File: src/sv/qtpp_pkg.sv
`timescale 1ns / 1ps

package qtpp_pkg;

    localparam int QTPP_FIFO_DEPTH = 4;

    // Result kinds, carried on tuser.
    localparam logic [2:0] KIND_INT      = 3'd0;
    localparam logic [2:0] KIND_CID_BYTE = 3'd1;
    localparam logic [2:0] KIND_VER_WORD = 3'd2;
    localparam logic [2:0] KIND_CID_NONE = 3'd3;
    localparam logic [2:0] KIND_DONE     = 3'd4;
    localparam logic [2:0] KIND_ERROR    = 3'd5;

    localparam logic [1:0] ERR_NONE    = 2'd0;
    localparam logic [1:0] ERR_TRUNC   = 2'd1;
    localparam logic [1:0] ERR_INVALID = 2'd2;

    // Transport parameter ids that get special handling.
    localparam logic [61:0] ID_ORIG_DCID     = 62'h00;
    localparam logic [61:0] ID_IDLE_TIMEOUT  = 62'h01;
    localparam logic [61:0] ID_INT_LOW       = 62'h03;
    localparam logic [61:0] ID_INT_HIGH      = 62'h0b;
    localparam logic [61:0] ID_ACT_CID_LIMIT = 62'h0e;
    localparam logic [61:0] ID_INIT_SCID     = 62'h0f;
    localparam logic [61:0] ID_RETRY_SCID    = 62'h10;
    localparam logic [61:0] ID_VERSION_INFO  = 62'h11;

    typedef enum logic [1:0] {
        CL_INT,
        CL_CID,
        CL_VER,
        CL_UNK
    } param_class_t;

    typedef struct packed {
        logic        run_last;
        logic [61:0] error_offset;
        logic [1:0]  error_code;
        logic        value_last;
        logic [61:0] element_index;
        logic [63:0] value_out;
        logic [61:0] param_id;
        logic [2:0]  result_kind;
    } result_t;

    typedef struct packed {
        logic [7:0] data_byte;
        logic       end_of_block;
    } in_beat_t;

    // Up to two results produced by one input byte.
    typedef struct packed {
        logic [1:0] count;
        result_t    r0;
        result_t    r1;
    } dec_wr_t;

    function automatic param_class_t classify(input logic [61:0] id);
        param_class_t cl;
        if (id == ID_ORIG_DCID || id == ID_INIT_SCID || id == ID_RETRY_SCID)
            cl = CL_CID;
        else if (id == ID_VERSION_INFO)
            cl = CL_VER;
        else if (id == ID_IDLE_TIMEOUT || (id >= ID_INT_LOW && id <= ID_INT_HIGH)
                 || id == ID_ACT_CID_LIMIT)
            cl = CL_INT;
        else
            cl = CL_UNK;
        return cl;
    endfunction

    function automatic result_t make_result(
        input logic [2:0]  kind,
        input logic [61:0] id,
        input logic [63:0] val,
        input logic [61:0] idx,
        input logic        last,
        input logic [1:0]  code,
        input logic [61:0] off
    );
        result_t r;
        r.result_kind   = kind;
        r.param_id      = id;
        r.value_out     = val;
        r.element_index = idx;
        r.value_last    = last;
        r.error_code    = code;
        r.error_offset  = off;
        r.run_last      = 1'b0;
        return r;
    endfunction

endpackage

File: src/sv/qtpp_in_stage.sv
`timescale 1ns / 1ps

module qtpp_in_stage (
    input  logic               clk,
    input  logic               rst_n,
    input  logic               in_valid,
    output logic               in_ready,
    input  qtpp_pkg::in_beat_t in_beat,
    output logic               out_valid,
    input  logic               out_ready,
    output qtpp_pkg::in_beat_t out_beat
);
    import qtpp_pkg::*;

    logic     valid_reg;
    in_beat_t beat_reg;

    // The register refills in the same cycle it is drained.
    assign in_ready  = !valid_reg || out_ready;
    assign out_valid = valid_reg;
    assign out_beat  = beat_reg;

    always_ff @(posedge clk or negedge rst_n)
    begin
        if (!rst_n)
        begin
            valid_reg <= 1'b0;
        end
        else if (in_ready)
        begin
            valid_reg <= in_valid;
        end
    end

    always_ff @(posedge clk)
    begin
        if (in_valid && in_ready)
        begin
            beat_reg <= in_beat;
        end
    end

endmodule

File: src/sv/qtpp_decoder.sv
`timescale 1ns / 1ps

module qtpp_decoder (
    input  logic               clk,
    input  logic               rst_n,
    input  logic               in_valid,
    output logic               in_ready,
    input  qtpp_pkg::in_beat_t in_beat,
    input  logic               room,
    output qtpp_pkg::dec_wr_t  wr
);
    import qtpp_pkg::*;

    typedef enum logic [2:0] {
        PH_ID_FIRST,
        PH_ID_REST,
        PH_LEN_FIRST,
        PH_LEN_REST,
        PH_VALUE,
        PH_SKIP
    } phase_t;

    phase_t      phase_reg, phase_next;
    logic [61:0] acc_reg, acc_next;
    logic [3:0]  vbl_reg, vbl_next;
    logic [61:0] cid_reg, cid_next;
    logic [61:0] vleft_reg, vleft_next;
    logic [61:0] off_reg, off_next;
    logic [61:0] fso_reg, fso_next;
    logic [61:0] ec_reg, ec_next;
    logic [31:0] wacc_reg, wacc_next;
    logic [1:0]  pve_reg, pve_next;
    logic        err_reg, err_next;

    logic         fire;
    logic [7:0]   b;
    logic [61:0]  off_plus1;
    logic [61:0]  new_acc;
    logic [3:0]   need;
    logic         id_done;
    logic         len_done;
    logic         vlast;
    logic [1:0]   pve_eff;
    param_class_t cl;
    logic         step_valid;
    result_t      step_res;
    logic         end_valid;
    result_t      end_res;

    assign in_ready  = room;
    assign fire      = in_valid && room;
    assign b         = in_beat.data_byte;
    assign off_plus1 = off_reg + 62'd1;
    assign need      = 4'd1 << b[7:6];

    always_comb
    begin
        phase_next = phase_reg;
        acc_next   = acc_reg;
        vbl_next   = vbl_reg;
        cid_next   = cid_reg;
        vleft_next = vleft_reg;
        off_next   = off_reg;
        fso_next   = fso_reg;
        ec_next    = ec_reg;
        wacc_next  = wacc_reg;
        pve_next   = pve_reg;
        err_next   = err_reg;
        new_acc    = acc_reg;
        id_done    = 1'b0;
        len_done   = 1'b0;
        vlast      = 1'b0;
        pve_eff    = pve_reg;
        cl         = classify(cid_reg);
        step_valid = 1'b0;
        step_res   = '0;
        end_valid  = 1'b0;
        end_res    = '0;

        case (phase_reg)
            PH_ID_FIRST, PH_LEN_FIRST:
            begin
                new_acc  = {56'd0, b[5:0]};
                acc_next = new_acc;
                vbl_next = need - 4'd1;
                fso_next = off_reg;
                if (vbl_next != 4'd0)
                    phase_next = (phase_reg == PH_ID_FIRST) ? PH_ID_REST : PH_LEN_REST;
                else if (phase_reg == PH_ID_FIRST)
                    id_done = 1'b1;
                else
                    len_done = 1'b1;
            end
            PH_ID_REST, PH_LEN_REST:
            begin
                new_acc  = {acc_reg[53:0], b};
                acc_next = new_acc;
                vbl_next = vbl_reg - 4'd1;
                if (vbl_next == 4'd0)
                begin
                    if (phase_reg == PH_ID_REST)
                        id_done = 1'b1;
                    else
                        len_done = 1'b1;
                end
            end
            PH_VALUE:
            begin
                vleft_next = vleft_reg - 62'd1;
                vlast      = (vleft_next == 62'd0);
                case (cl)
                    CL_CID:
                    begin
                        step_valid = 1'b1;
                        step_res   = make_result(KIND_CID_BYTE, cid_reg, {56'd0, b}, ec_reg,
                                                 vlast, ERR_NONE, 62'd0);
                    end
                    CL_INT:
                    begin
                        if (ec_reg == 62'd0)
                        begin
                            acc_next = {56'd0, b[5:0]};
                            if (vleft_reg < {58'd0, need})
                                pve_eff = ERR_TRUNC;
                            else if (vleft_reg > {58'd0, need})
                                pve_eff = ERR_INVALID;
                            pve_next = pve_eff;
                        end
                        else if (pve_reg == ERR_NONE)
                        begin
                            acc_next = {acc_reg[53:0], b};
                        end
                        if (vlast)
                        begin
                            step_valid = 1'b1;
                            if (pve_eff != ERR_NONE)
                            begin
                                step_res   = make_result(KIND_ERROR, 62'd0, 64'd0, 62'd0,
                                                         1'b0, pve_eff, off_plus1);
                                err_next   = 1'b1;
                                phase_next = PH_SKIP;
                            end
                            else
                            begin
                                step_res = make_result(KIND_INT, cid_reg, {2'b00, acc_next},
                                                       62'd0, 1'b1, ERR_NONE, 62'd0);
                            end
                        end
                    end
                    CL_VER:
                    begin
                        wacc_next = {wacc_reg[23:0], b};
                        if (pve_reg == ERR_NONE && ec_reg[1:0] == 2'd3)
                        begin
                            step_valid = 1'b1;
                            step_res   = make_result(KIND_VER_WORD, cid_reg,
                                                     {32'd0, wacc_next},
                                                     {2'b00, ec_reg[61:2]}, vlast,
                                                     ERR_NONE, 62'd0);
                        end
                        if (vlast && pve_reg != ERR_NONE)
                        begin
                            step_valid = 1'b1;
                            step_res   = make_result(KIND_ERROR, 62'd0, 64'd0, 62'd0, 1'b0,
                                                     pve_reg, off_plus1);
                            err_next   = 1'b1;
                            phase_next = PH_SKIP;
                        end
                    end
                    default:
                    begin
                    end
                endcase
                ec_next = ec_reg + 62'd1;
                if (vlast && phase_next == PH_VALUE)
                    phase_next = PH_ID_FIRST;
            end
            default:
            begin
            end
        endcase

        if (id_done)
        begin
            cid_next   = new_acc;
            fso_next   = off_plus1;
            phase_next = PH_LEN_FIRST;
        end

        // The length varint is complete: set up the value, or settle an empty one.
        if (len_done)
        begin
            fso_next   = off_plus1;
            phase_next = PH_ID_FIRST;
            if (new_acc == 62'd0)
            begin
                case (cl)
                    CL_INT, CL_VER:
                    begin
                        step_valid = 1'b1;
                        step_res   = make_result(KIND_ERROR, 62'd0, 64'd0, 62'd0, 1'b0,
                                                 (cl == CL_INT) ? ERR_TRUNC : ERR_INVALID,
                                                 off_plus1);
                        err_next   = 1'b1;
                        phase_next = PH_SKIP;
                    end
                    CL_CID:
                    begin
                        step_valid = 1'b1;
                        step_res   = make_result(KIND_CID_NONE, cid_reg, 64'd0, 62'd0, 1'b1,
                                                 ERR_NONE, 62'd0);
                    end
                    default:
                    begin
                    end
                endcase
            end
            else
            begin
                vleft_next = new_acc;
                ec_next    = 62'd0;
                wacc_next  = 32'd0;
                acc_next   = 62'd0;
                pve_next   = (cl == CL_VER && new_acc[1:0] != 2'd0) ? ERR_INVALID : ERR_NONE;
                phase_next = PH_VALUE;
            end
        end

        if (in_beat.end_of_block)
        begin
            if (!err_next)
            begin
                end_valid = 1'b1;
                if (phase_next == PH_ID_FIRST)
                    end_res = make_result(KIND_DONE, 62'd0, 64'd0, 62'd0, 1'b0,
                                          ERR_NONE, 62'd0);
                else
                    end_res = make_result(KIND_ERROR, 62'd0, 64'd0, 62'd0, 1'b0,
                                          ERR_TRUNC, fso_next);
            end
            phase_next = PH_ID_FIRST;
            acc_next   = 62'd0;
            vbl_next   = 4'd0;
            cid_next   = 62'd0;
            vleft_next = 62'd0;
            off_next   = 62'd0;
            fso_next   = 62'd0;
            ec_next    = 62'd0;
            wacc_next  = 32'd0;
            pve_next   = ERR_NONE;
            err_next   = 1'b0;
        end
        else
        begin
            off_next = off_plus1;
        end

        // Pack the results of this byte into the write slots.
        wr = '0;
        if (fire)
        begin
            if (step_valid)
            begin
                wr.r0 = step_res;
                wr.r1 = end_res;
            end
            else
            begin
                wr.r0 = end_res;
            end
            wr.count = {1'b0, step_valid} + {1'b0, end_valid};
            if (wr.count == 2'd2)
                wr.r1.run_last = 1'b1;
            else if (wr.count == 2'd1)
                wr.r0.run_last = 1'b1;
        end
    end

    always_ff @(posedge clk or negedge rst_n)
    begin
        if (!rst_n)
        begin
            phase_reg <= PH_ID_FIRST;
            acc_reg   <= '0;
            vbl_reg   <= '0;
            cid_reg   <= '0;
            vleft_reg <= '0;
            off_reg   <= '0;
            fso_reg   <= '0;
            ec_reg    <= '0;
            wacc_reg  <= '0;
            pve_reg   <= ERR_NONE;
            err_reg   <= 1'b0;
        end
        else if (fire)
        begin
            phase_reg <= phase_next;
            acc_reg   <= acc_next;
            vbl_reg   <= vbl_next;
            cid_reg   <= cid_next;
            vleft_reg <= vleft_next;
            off_reg   <= off_next;
            fso_reg   <= fso_next;
            ec_reg    <= ec_next;
            wacc_reg  <= wacc_next;
            pve_reg   <= pve_next;
            err_reg   <= err_next;
        end
    end

endmodule

File: src/sv/qtpp_out_fifo.sv
`timescale 1ns / 1ps

module qtpp_out_fifo #(
    parameter int FIFO_DEPTH = qtpp_pkg::QTPP_FIFO_DEPTH
) (
    input  logic              clk,
    input  logic              rst_n,
    input  qtpp_pkg::dec_wr_t wr,
    output logic              room,
    output logic              out_valid,
    input  logic              out_ready,
    output qtpp_pkg::result_t out_res
);
    import qtpp_pkg::*;

    localparam int PTR_W = (FIFO_DEPTH > 1) ? $clog2(FIFO_DEPTH) : 1;
    localparam int CNT_W = $clog2(FIFO_DEPTH + 1);

    result_t          mem [FIFO_DEPTH];
    logic [PTR_W-1:0] wr_ptr_reg, wr_ptr_next;
    logic [PTR_W-1:0] rd_ptr_reg, rd_ptr_next;
    logic [CNT_W-1:0] count_reg, count_next;
    logic             rd;

    // Room for the two results a single byte can produce.
    assign room      = count_reg <= CNT_W'(FIFO_DEPTH - 2);
    assign out_valid = count_reg != '0;
    assign out_res   = mem[rd_ptr_reg];
    assign rd        = out_valid && out_ready;

    assign wr_ptr_next = wr_ptr_reg + PTR_W'(wr.count);
    assign rd_ptr_next = rd_ptr_reg + PTR_W'(rd);
    assign count_next  = count_reg + CNT_W'(wr.count) - CNT_W'(rd);

    always_ff @(posedge clk or negedge rst_n)
    begin
        if (!rst_n)
        begin
            wr_ptr_reg <= '0;
            rd_ptr_reg <= '0;
            count_reg  <= '0;
        end
        else
        begin
            wr_ptr_reg <= wr_ptr_next;
            rd_ptr_reg <= rd_ptr_next;
            count_reg  <= count_next;
        end
    end

    always_ff @(posedge clk)
    begin
        if (wr.count != 2'd0)
        begin
            mem[wr_ptr_reg] <= wr.r0;
        end
        if (wr.count == 2'd2)
        begin
            mem[wr_ptr_reg + PTR_W'(1)] <= wr.r1;
        end
    end

endmodule

File: src/sv/quic_transport_param_parser_top.sv
`timescale 1ns / 1ps

// Channel   Dir  Beat contents
// s_axis    in   tdata: data_byte; tlast: end_of_block
// m_axis    out  tdata: id, value, index and error fields; tuser: result_kind; tlast: run_last
//
// A byte accepted on s_axis is held in the input register; the decoder then updates its
// state from that register and writes zero, one or two result beats into the output
// queue, from which m_axis takes them. A new byte is taken every cycle while the queue
// holds at most FIFO_DEPTH - 2 beats; s_axis stalls only when result beats pile up faster
// than m_axis drains them, and nothing is lost.
// Reset clears the decoder state and empties the queue at once, with no clearing pass.

module quic_transport_param_parser_top #(
    parameter int FIFO_DEPTH = qtpp_pkg::QTPP_FIFO_DEPTH
) (
    input  logic         clk,
    input  logic         rst_n,
    input  logic         s_axis_tvalid,
    output logic         s_axis_tready,
    input  logic [7:0]   s_axis_tdata,   // [7:0] data_byte
    input  logic         s_axis_tlast,
    output logic         m_axis_tvalid,
    input  logic         m_axis_tready,
    // [61:0] param_id, [125:62] value_out, [187:126] element_index,
    // [188] value_last, [190:189] error_code, [252:191] error_offset, rest zero
    output logic [255:0] m_axis_tdata,
    output logic [2:0]   m_axis_tuser,   // [2:0] result_kind
    output logic         m_axis_tlast
);
    import qtpp_pkg::*;

    in_beat_t s_beat;
    in_beat_t dec_beat;
    logic     dec_valid;
    logic     dec_ready;
    logic     room;
    dec_wr_t  wr;
    result_t  out_res;

    assign s_beat.data_byte    = s_axis_tdata;
    assign s_beat.end_of_block = s_axis_tlast;

    qtpp_in_stage u_in_stage (
        .clk       (clk),
        .rst_n     (rst_n),
        .in_valid  (s_axis_tvalid),
        .in_ready  (s_axis_tready),
        .in_beat   (s_beat),
        .out_valid (dec_valid),
        .out_ready (dec_ready),
        .out_beat  (dec_beat)
    );

    qtpp_decoder u_decoder (
        .clk      (clk),
        .rst_n    (rst_n),
        .in_valid (dec_valid),
        .in_ready (dec_ready),
        .in_beat  (dec_beat),
        .room     (room),
        .wr       (wr)
    );

    qtpp_out_fifo #(
        .FIFO_DEPTH (FIFO_DEPTH)
    ) u_out_fifo (
        .clk       (clk),
        .rst_n     (rst_n),
        .wr        (wr),
        .room      (room),
        .out_valid (m_axis_tvalid),
        .out_ready (m_axis_tready),
        .out_res   (out_res)
    );

    // Payload fields packed from the lowest bit up, padded to whole bytes.
    assign m_axis_tdata = {3'b000,
                           out_res.error_offset,
                           out_res.error_code,
                           out_res.value_last,
                           out_res.element_index,
                           out_res.value_out,
                           out_res.param_id};
    assign m_axis_tuser = out_res.result_kind;
    assign m_axis_tlast = out_res.run_last;

endmodule
File: config.mk
export PLATFORM = sky130hd
export DESIGN_NAME = quic_transport_param_parser_top
export DESIGN_NICKNAME = d
export VERILOG_FILES = /design/src/sv/qtpp_pkg.sv /design/src/sv/qtpp_in_stage.sv /design/src/sv/qtpp_decoder.sv /design/src/sv/qtpp_out_fifo.sv /design/src/sv/quic_transport_param_parser_top.sv
export SDC_FILE = /design/constraint.sdc
export NUM_CORES = 2
export LEC_CHECK = 0
export BUFFER_PORTS_ARGS = -buffer_cell sky130_fd_sc_hd__buf_2
export CAP_MARGIN = 25
export CORE_MARGIN = 2
export CORE_UTILIZATION = 35
export CTS_BUF_LIST = sky130_fd_sc_hd__clkbuf_4 sky130_fd_sc_hd__clkbuf_8 sky130_fd_sc_hd__clkbuf_16
export CTS_CLUSTER_DIAMETER = 100
export DETAILED_ROUTE_END_ITERATION = 10
export PLACE_DENSITY = 0.5
export SLEW_MARGIN = 25
export SYNTH_ARGS = -nofsm -noshare
export SYNTH_HDL_FRONTEND = slang
export SYNTH_HIERARCHICAL = 1
export SYNTH_SLANG_ARGS = --single-unit
File: constraint.sdc
create_clock -name clk -period 27.6 [get_ports clk]
set_input_delay 4.14 -clock clk [delete_from_list [all_inputs] [get_ports clk]]
set_output_delay 4.14 -clock clk [all_outputs]
set_load 0.03 [all_outputs]
# Yosys cells after proc, flatten, opt, wreduce, memory -nomap -nowiden
# Memories as Yosys holds them, arrays and structs flattened.
# Cells that the tools add are included.
dict set report word_totals {
  romBits 0
  out_inout_bits 262
  latchBits 0
  wordCells 198
  regBits 431
  ram_bits 1028
  inputBits 13
  n_memories 1
}
# memory depth width read_ports rd_ports_with_merged_regs write_ports line_no
set mem_list {}
lappend mem_list {u_out_fifo.mem 4 257 1 0 2 qtpp_out_fifo.sv:19} ;# result_t mem [FIFO_DEPTH];
dict set report classes {
  n_bitwise 0
  mul 0
  order_cmp 5
  n_div 0
  add_sub_neg 11
  shift 1
  eq_ne 16
  n_reduce_logical 37
  mux 110
}
# cell n
set ops {}
lappend ops {{257-bit two-way mux} 8}
lappend ops {{62-bit two-way mux} 21}
lappend ops {{257-bit case mux with 3 select lines} 1}
lappend ops {{256-bit two-way mux} 3}
lappend ops {{516-bit two-way mux} 1}
lappend ops {{257-bit case mux with 2 select lines} 1}
lappend ops {{62-bit logical NOT} 4}
lappend ops {{192-bit two-way mux} 1}
lappend ops {{62-bit case mux with 3 select lines} 1}
lappend ops {{32-bit two-way mux} 5}
lappend ops {{62-bit by 1-bit adder with 62-bit output, second input constant} 2}
lappend ops {{62-bit by 4-bit == test with 1-bit output, second input constant} 2}
lappend ops {{62-bit by 5-bit == test with 1-bit output, second input constant} 2}
lappend ops {{62-bit case mux with 2 select lines} 1}
lappend ops {{62-bit by 1-bit == test with 1-bit output, second input constant} 1}
lappend ops {{62-bit by 2-bit >= comparator with 1-bit output, second input constant} 1}
lappend ops {{62-bit by 4-bit > comparator with 1-bit output} 1}
lappend ops {{62-bit by 4-bit <= comparator with 1-bit output, second input constant} 1}
lappend ops {{62-bit by 4-bit < comparator with 1-bit output} 1}
lappend ops {{62-bit by 1-bit subtractor with 62-bit output, second input constant} 1}
lappend ops {{3-bit two-way mux} 11}
lappend ops {{1-bit two-way mux} 32}
lappend ops {{2-bit two-way mux} 16}
lappend ops {{3-bit case mux with 2 select lines} 2}
lappend ops {{other kinds (30)} 60}

# Depth between registers and ports, before layout
dict set report logic_depth {
  depth_word 32
  depth_mapped 22
  depth_no_buf 19
}

# Hierarchy
# The synthesis kept the hierarchy.
# module area_per_inst_um2 cells_each instances seq_area_each_um2
set modules_own_cells {}
lappend modules_own_cells {qtpp_out_fifo 49779.0 2528 1 31044.8}
lappend modules_own_cells {qtpp_decoder 29846.1 3781 1 10159.7}
lappend modules_own_cells {qtpp_in_stage 324.1 13 1 295.3}
lappend modules_own_cells {quic_transport_param_parser_top 26.3 4 1 0.0}

# Worst setup path before layout
# OpenSTA, ideal clock, no wires.
dict set report synth_timing {
  path_type {reg-to-reg}
  start {register u_decoder.vleft_reg[27]}
  end {memory u_out_fifo/mem[0][0] (netlist name) (enable)}
  setup_time_ps 1230
  path_buffers 4
  setup_slack_ps 4427
  required_time_ps 26370
  period_less_slack_ps 23173
  stages_incl_launch_ff 18
  arrival_time_ps 21943
  path_cell_list {dfrtp_1 > or4_1 > or4_1 > buf_2 > or4_1 > or3_1 > nand4_1 > nor4bb_1 > and4_1 > buf_4 > nor4b_4 > nor4b_1 > ha_1 > and3_1 > buf_4 > buf_2 > o21bai_1 > o21ai_0}
}
# element line_no
set synth_lines {}
lappend synth_lines {{from (decl)} qtpp_decoder.sv:27} ;# logic [61:0] vleft_reg, vleft_next;
lappend synth_lines {{from (signal assigned)} qtpp_decoder.sv:301} ;# vleft_reg <= vleft_next;
lappend synth_lines {{to (decl)} qtpp_out_fifo.sv:19}

==> results.txt <==
register area - 41500 µm²
remaining global-route overflow - 0
clock slew at reported path FFs - 60 ps
Biggest register - u_out_fifo/mem
cell mode on critical path - buf_4
hpwl dp - 145000 µm
hold crit path type - register to register
hold path start - u_decoder/fso_reg[40]$_DFFE_PN0P_
worst-path maximum fanout - 51
CP Cell Sequence - nor3_2 > nand4_1 > or3_1 > o31a_1 > nor4_1 > nor4bb_1 > and4_1 > nor4b_4 > buf_4 > nor4b_1 > ha_1 > and3_1 > mux2i_1 > nor2_4 > buf_4 > buf_4 > buf_4 > buf_4
drt wl/cell - 24.9 µm
Post-DRT Antenna Nets - 0
area of the multi-input gates - 34900 µm²
clock skew - 43.6 ps
Worst R2R Setup Slack - 17660 ps
Largest stage delay, worst path - 810 ps
final cycle utilization of the critical path - 0.360
global-route wire length before repair - 355000 µm
core area - 227000 µm²
Area Overhead vs Synth - 10.7%
Largest register FFs - 1028
initial antenna violation count - 8
Hold EP - u_decoder/fso_reg[40]$_DFFE_PN0P_
number of global-route vias before repair - 53314
synth unique cells - 91
kind of critical path - register to register
mapped cell area - 80000 µm²
die height - 482 µm
async set-reset flop share out of synthesis - 0.285
Clock Sinks - 1451
Register-to-Register Path Depth - 18
Worst setup startpoint - u_decoder/vleft_reg[2]$_DFFE_PN0P_
Warnings, synthesis - 6
Crit path max-delay family - simple AND/OR/NAND/NOR gates
Synth Register Bits - 1451
status - completed
Peak supply drop - 0.000103 V
Final setup viols - 0
r2r startpoint - u_decoder/vleft_reg[2]$_DFFE_PN0P_
reg2reg end - u_out_fifo/mem[1][98]$_DFFE_PP_
IO Pins - 275
slowest CP cell - buf_4
overall routing resource usage - 0.201
DR vias/cell - 5.53
Avg Cell Area, Syn - 12.6 µm²
max frequency - 0.101 GHz
Die ar. - 232000 µm²
DR iter-0 viols - 4176
std cell rows - 175
Rel. slew slack - 0.195
CTS Hold Bufs - 0
Final min period - 9940 ps
Initial Utilization - 0.352
RSZ-0062 raised after global routing - no
# DRC - 0
crit path capture type - register
hold path cells - 2
WP buf/inv - 5
GPL Wtd Cong - 0.874
share of post-route cells with drive strength above 1 - 0.331
max_cap viols - 0
fill count - 21438
post_cts resized - 0
Mapped Cells - 6326
Final #Nets - 6381
Num CTS Buffers - 170
I/O Buffers - 271
Hold Vio Cnt, Final - 0
Die X - 482 µm
root buf cell - clkbuf_16
TritonCTS clock tree - done
commonest non-fill, non-tap cell in the layout - edfxtp_1
Clock Latency Late Sink - 850 ps
Pleak - 33.4 nW
DR pass1 iterations - 6
required time of the worst setup path - 28070 ps
most frequent cells in the layout - edfxtp_1 (1037), mux2_2 (1029), nand2_1 (549)
Post-synth EDFFs - 1037
Worst EP arrival - 10400 ps
post-placement cell count - 9187
largest net degree at the start of global routing - 193
PD cells - 101 nW/µm²
Setup Fix Bufs, Post-CTS - 0
CP startpoint kind - register
drt total wl - 237000 µm
Post-synth top flop - edfxtp_1
Post-Route Setup TNS - 0 ps
Worst Tran Pin Value - 1210 ps
vias - 52592
register area share after synthesis - 0.519
Final Non-Filler Cells - 9509
H-tree depth - 4
final count of pins violating max slew - 0
clk buf depth - 3
## layout make-up
type,count,share of cell area
Sequential cell,1451,0.469
Multi-Input combinational cell,4276,0.394
Clock buffer,239,0.0554
Tap cell,3009,0.0425
Timing Repair Buffer,386,0.0267
Clock inverter,79,0.00943
Inverter,67,0.00284
Antenna cell,2,0.0000565
## kinds of logic (layout without fill, tap and decap cells)
kind of cell,count (synthesis),count (layout),synth area share
mux,1329,1329,0.223
xor+xnor,96,96,0.0105
simple gates,1403,1403,0.0840
compound gates,1179,1179,0.102
fa+ha+maj,16,16,0.00260
buf+inv,850,771,0.0597
other cells,2,255,0.0000939
flops,1451,1451,0.519
## metrics by stage
step / cell area, µm² / util / hold WS, ps / setup slack, ps / power [mW]
finish: 88500 / 0.389 / 480 / 17660 / 8.94
global route: 88500 / 0.389 / 505 / 16840 / 9.38
CTS: 88400 / 0.389 / 483 / 17510 / 9.02
detailed placement: 82700 / 0.364 / 470 / 17520 / 6.69
global placement: 82700 / 0.364 / 463 / 17570 / 6.68
floorplan: 80900 / - / 450 / 4430 / 5.57
## power by group
group          switching [mW]  leakage [nW]  internal (mW)  total, mW
Clock                   0.958          2.87           1.34       2.30
Combinational            2.57          15.2           1.21       3.78
Sequential              0.188          15.3           2.67       2.86
Total                    3.72          33.4           5.22       8.94
## cell usage after synthesis (all sizes together) (5+ instances only)
cell	count	area [µm²]
a21o	11	82.6
a21oi	228	1360
a22o	233	2040
a22oi	51	383
a31oi	34	213
and2	33	209
and3	50	313
and3b	5	43.8
and4	20	175
and4b	5	50.1
buf	487	3410
clkbuf	296	1110
dfrtp	414	10400
edfxtp	1037	31100
ha	15	188
inv	67	251
mux2	1029	11600
mux2i	43	430
mux4	257	5790
nand2	553	2080
nand2b	19	126
nand3	112	561
nand4	53	332
nor2	253	950
nor2b	5	31.3
nor3	117	596
nor4	81	513
nor4b	11	133
nor4bb	5	50.1
o211ai	76	866
o21a	10	75.1
o21ai	403	2020
o22a	12	105
o22ai	26	163
o31ai	39	293
o32ai	9	78.8
o41ai	5	43.8
or2	22	138
or3	25	161
or4	22	165
xnor2	57	499
xor2	39	342
## tightest hold or removal path, cell delays in order, from the launching register on
cell     delay [ps]
dfrtp_1         340
nand2_1          50
o21ai_0          60
## worst max path at each step
stage	to	slack [ps]	cells after the start
4_1_cts	u_out_fifo/mem[1][103]$_DFFE_PP_	17510	20
5_1_grt	u_out_fifo/mem[1][103]$_DFFE_PP_	16840	20
3_3_place_gp	u_out_fifo/mem[1][100]$_DFFE_PP_	17570	20
3_5_place_dp	u_out_fifo/mem[1][100]$_DFFE_PP_	17520	20
2_1_floorplan	u_out_fifo/mem[0][0]$_DFFE_PP_	4430	17
6_report	u_out_fifo/mem[1][98]$_DFFE_PP_	17660	18
## metal layers
| metal | up-vias | GRT usage | share of wire |
|---|---|---|---|
| met2 | 1392 | 0.331 | 0.48 |
| met1 | 27150 | 0.274 | 0.45 |
| met3 | 312 | 0.0303 | 0.050 |
| met5 | - | 0 | 0 |
| li1 | 23738 | - | - |
| met4 | 0 | 0.0564 | 0.025 |
No activity file was read; power rests on OpenSTA's default activity.
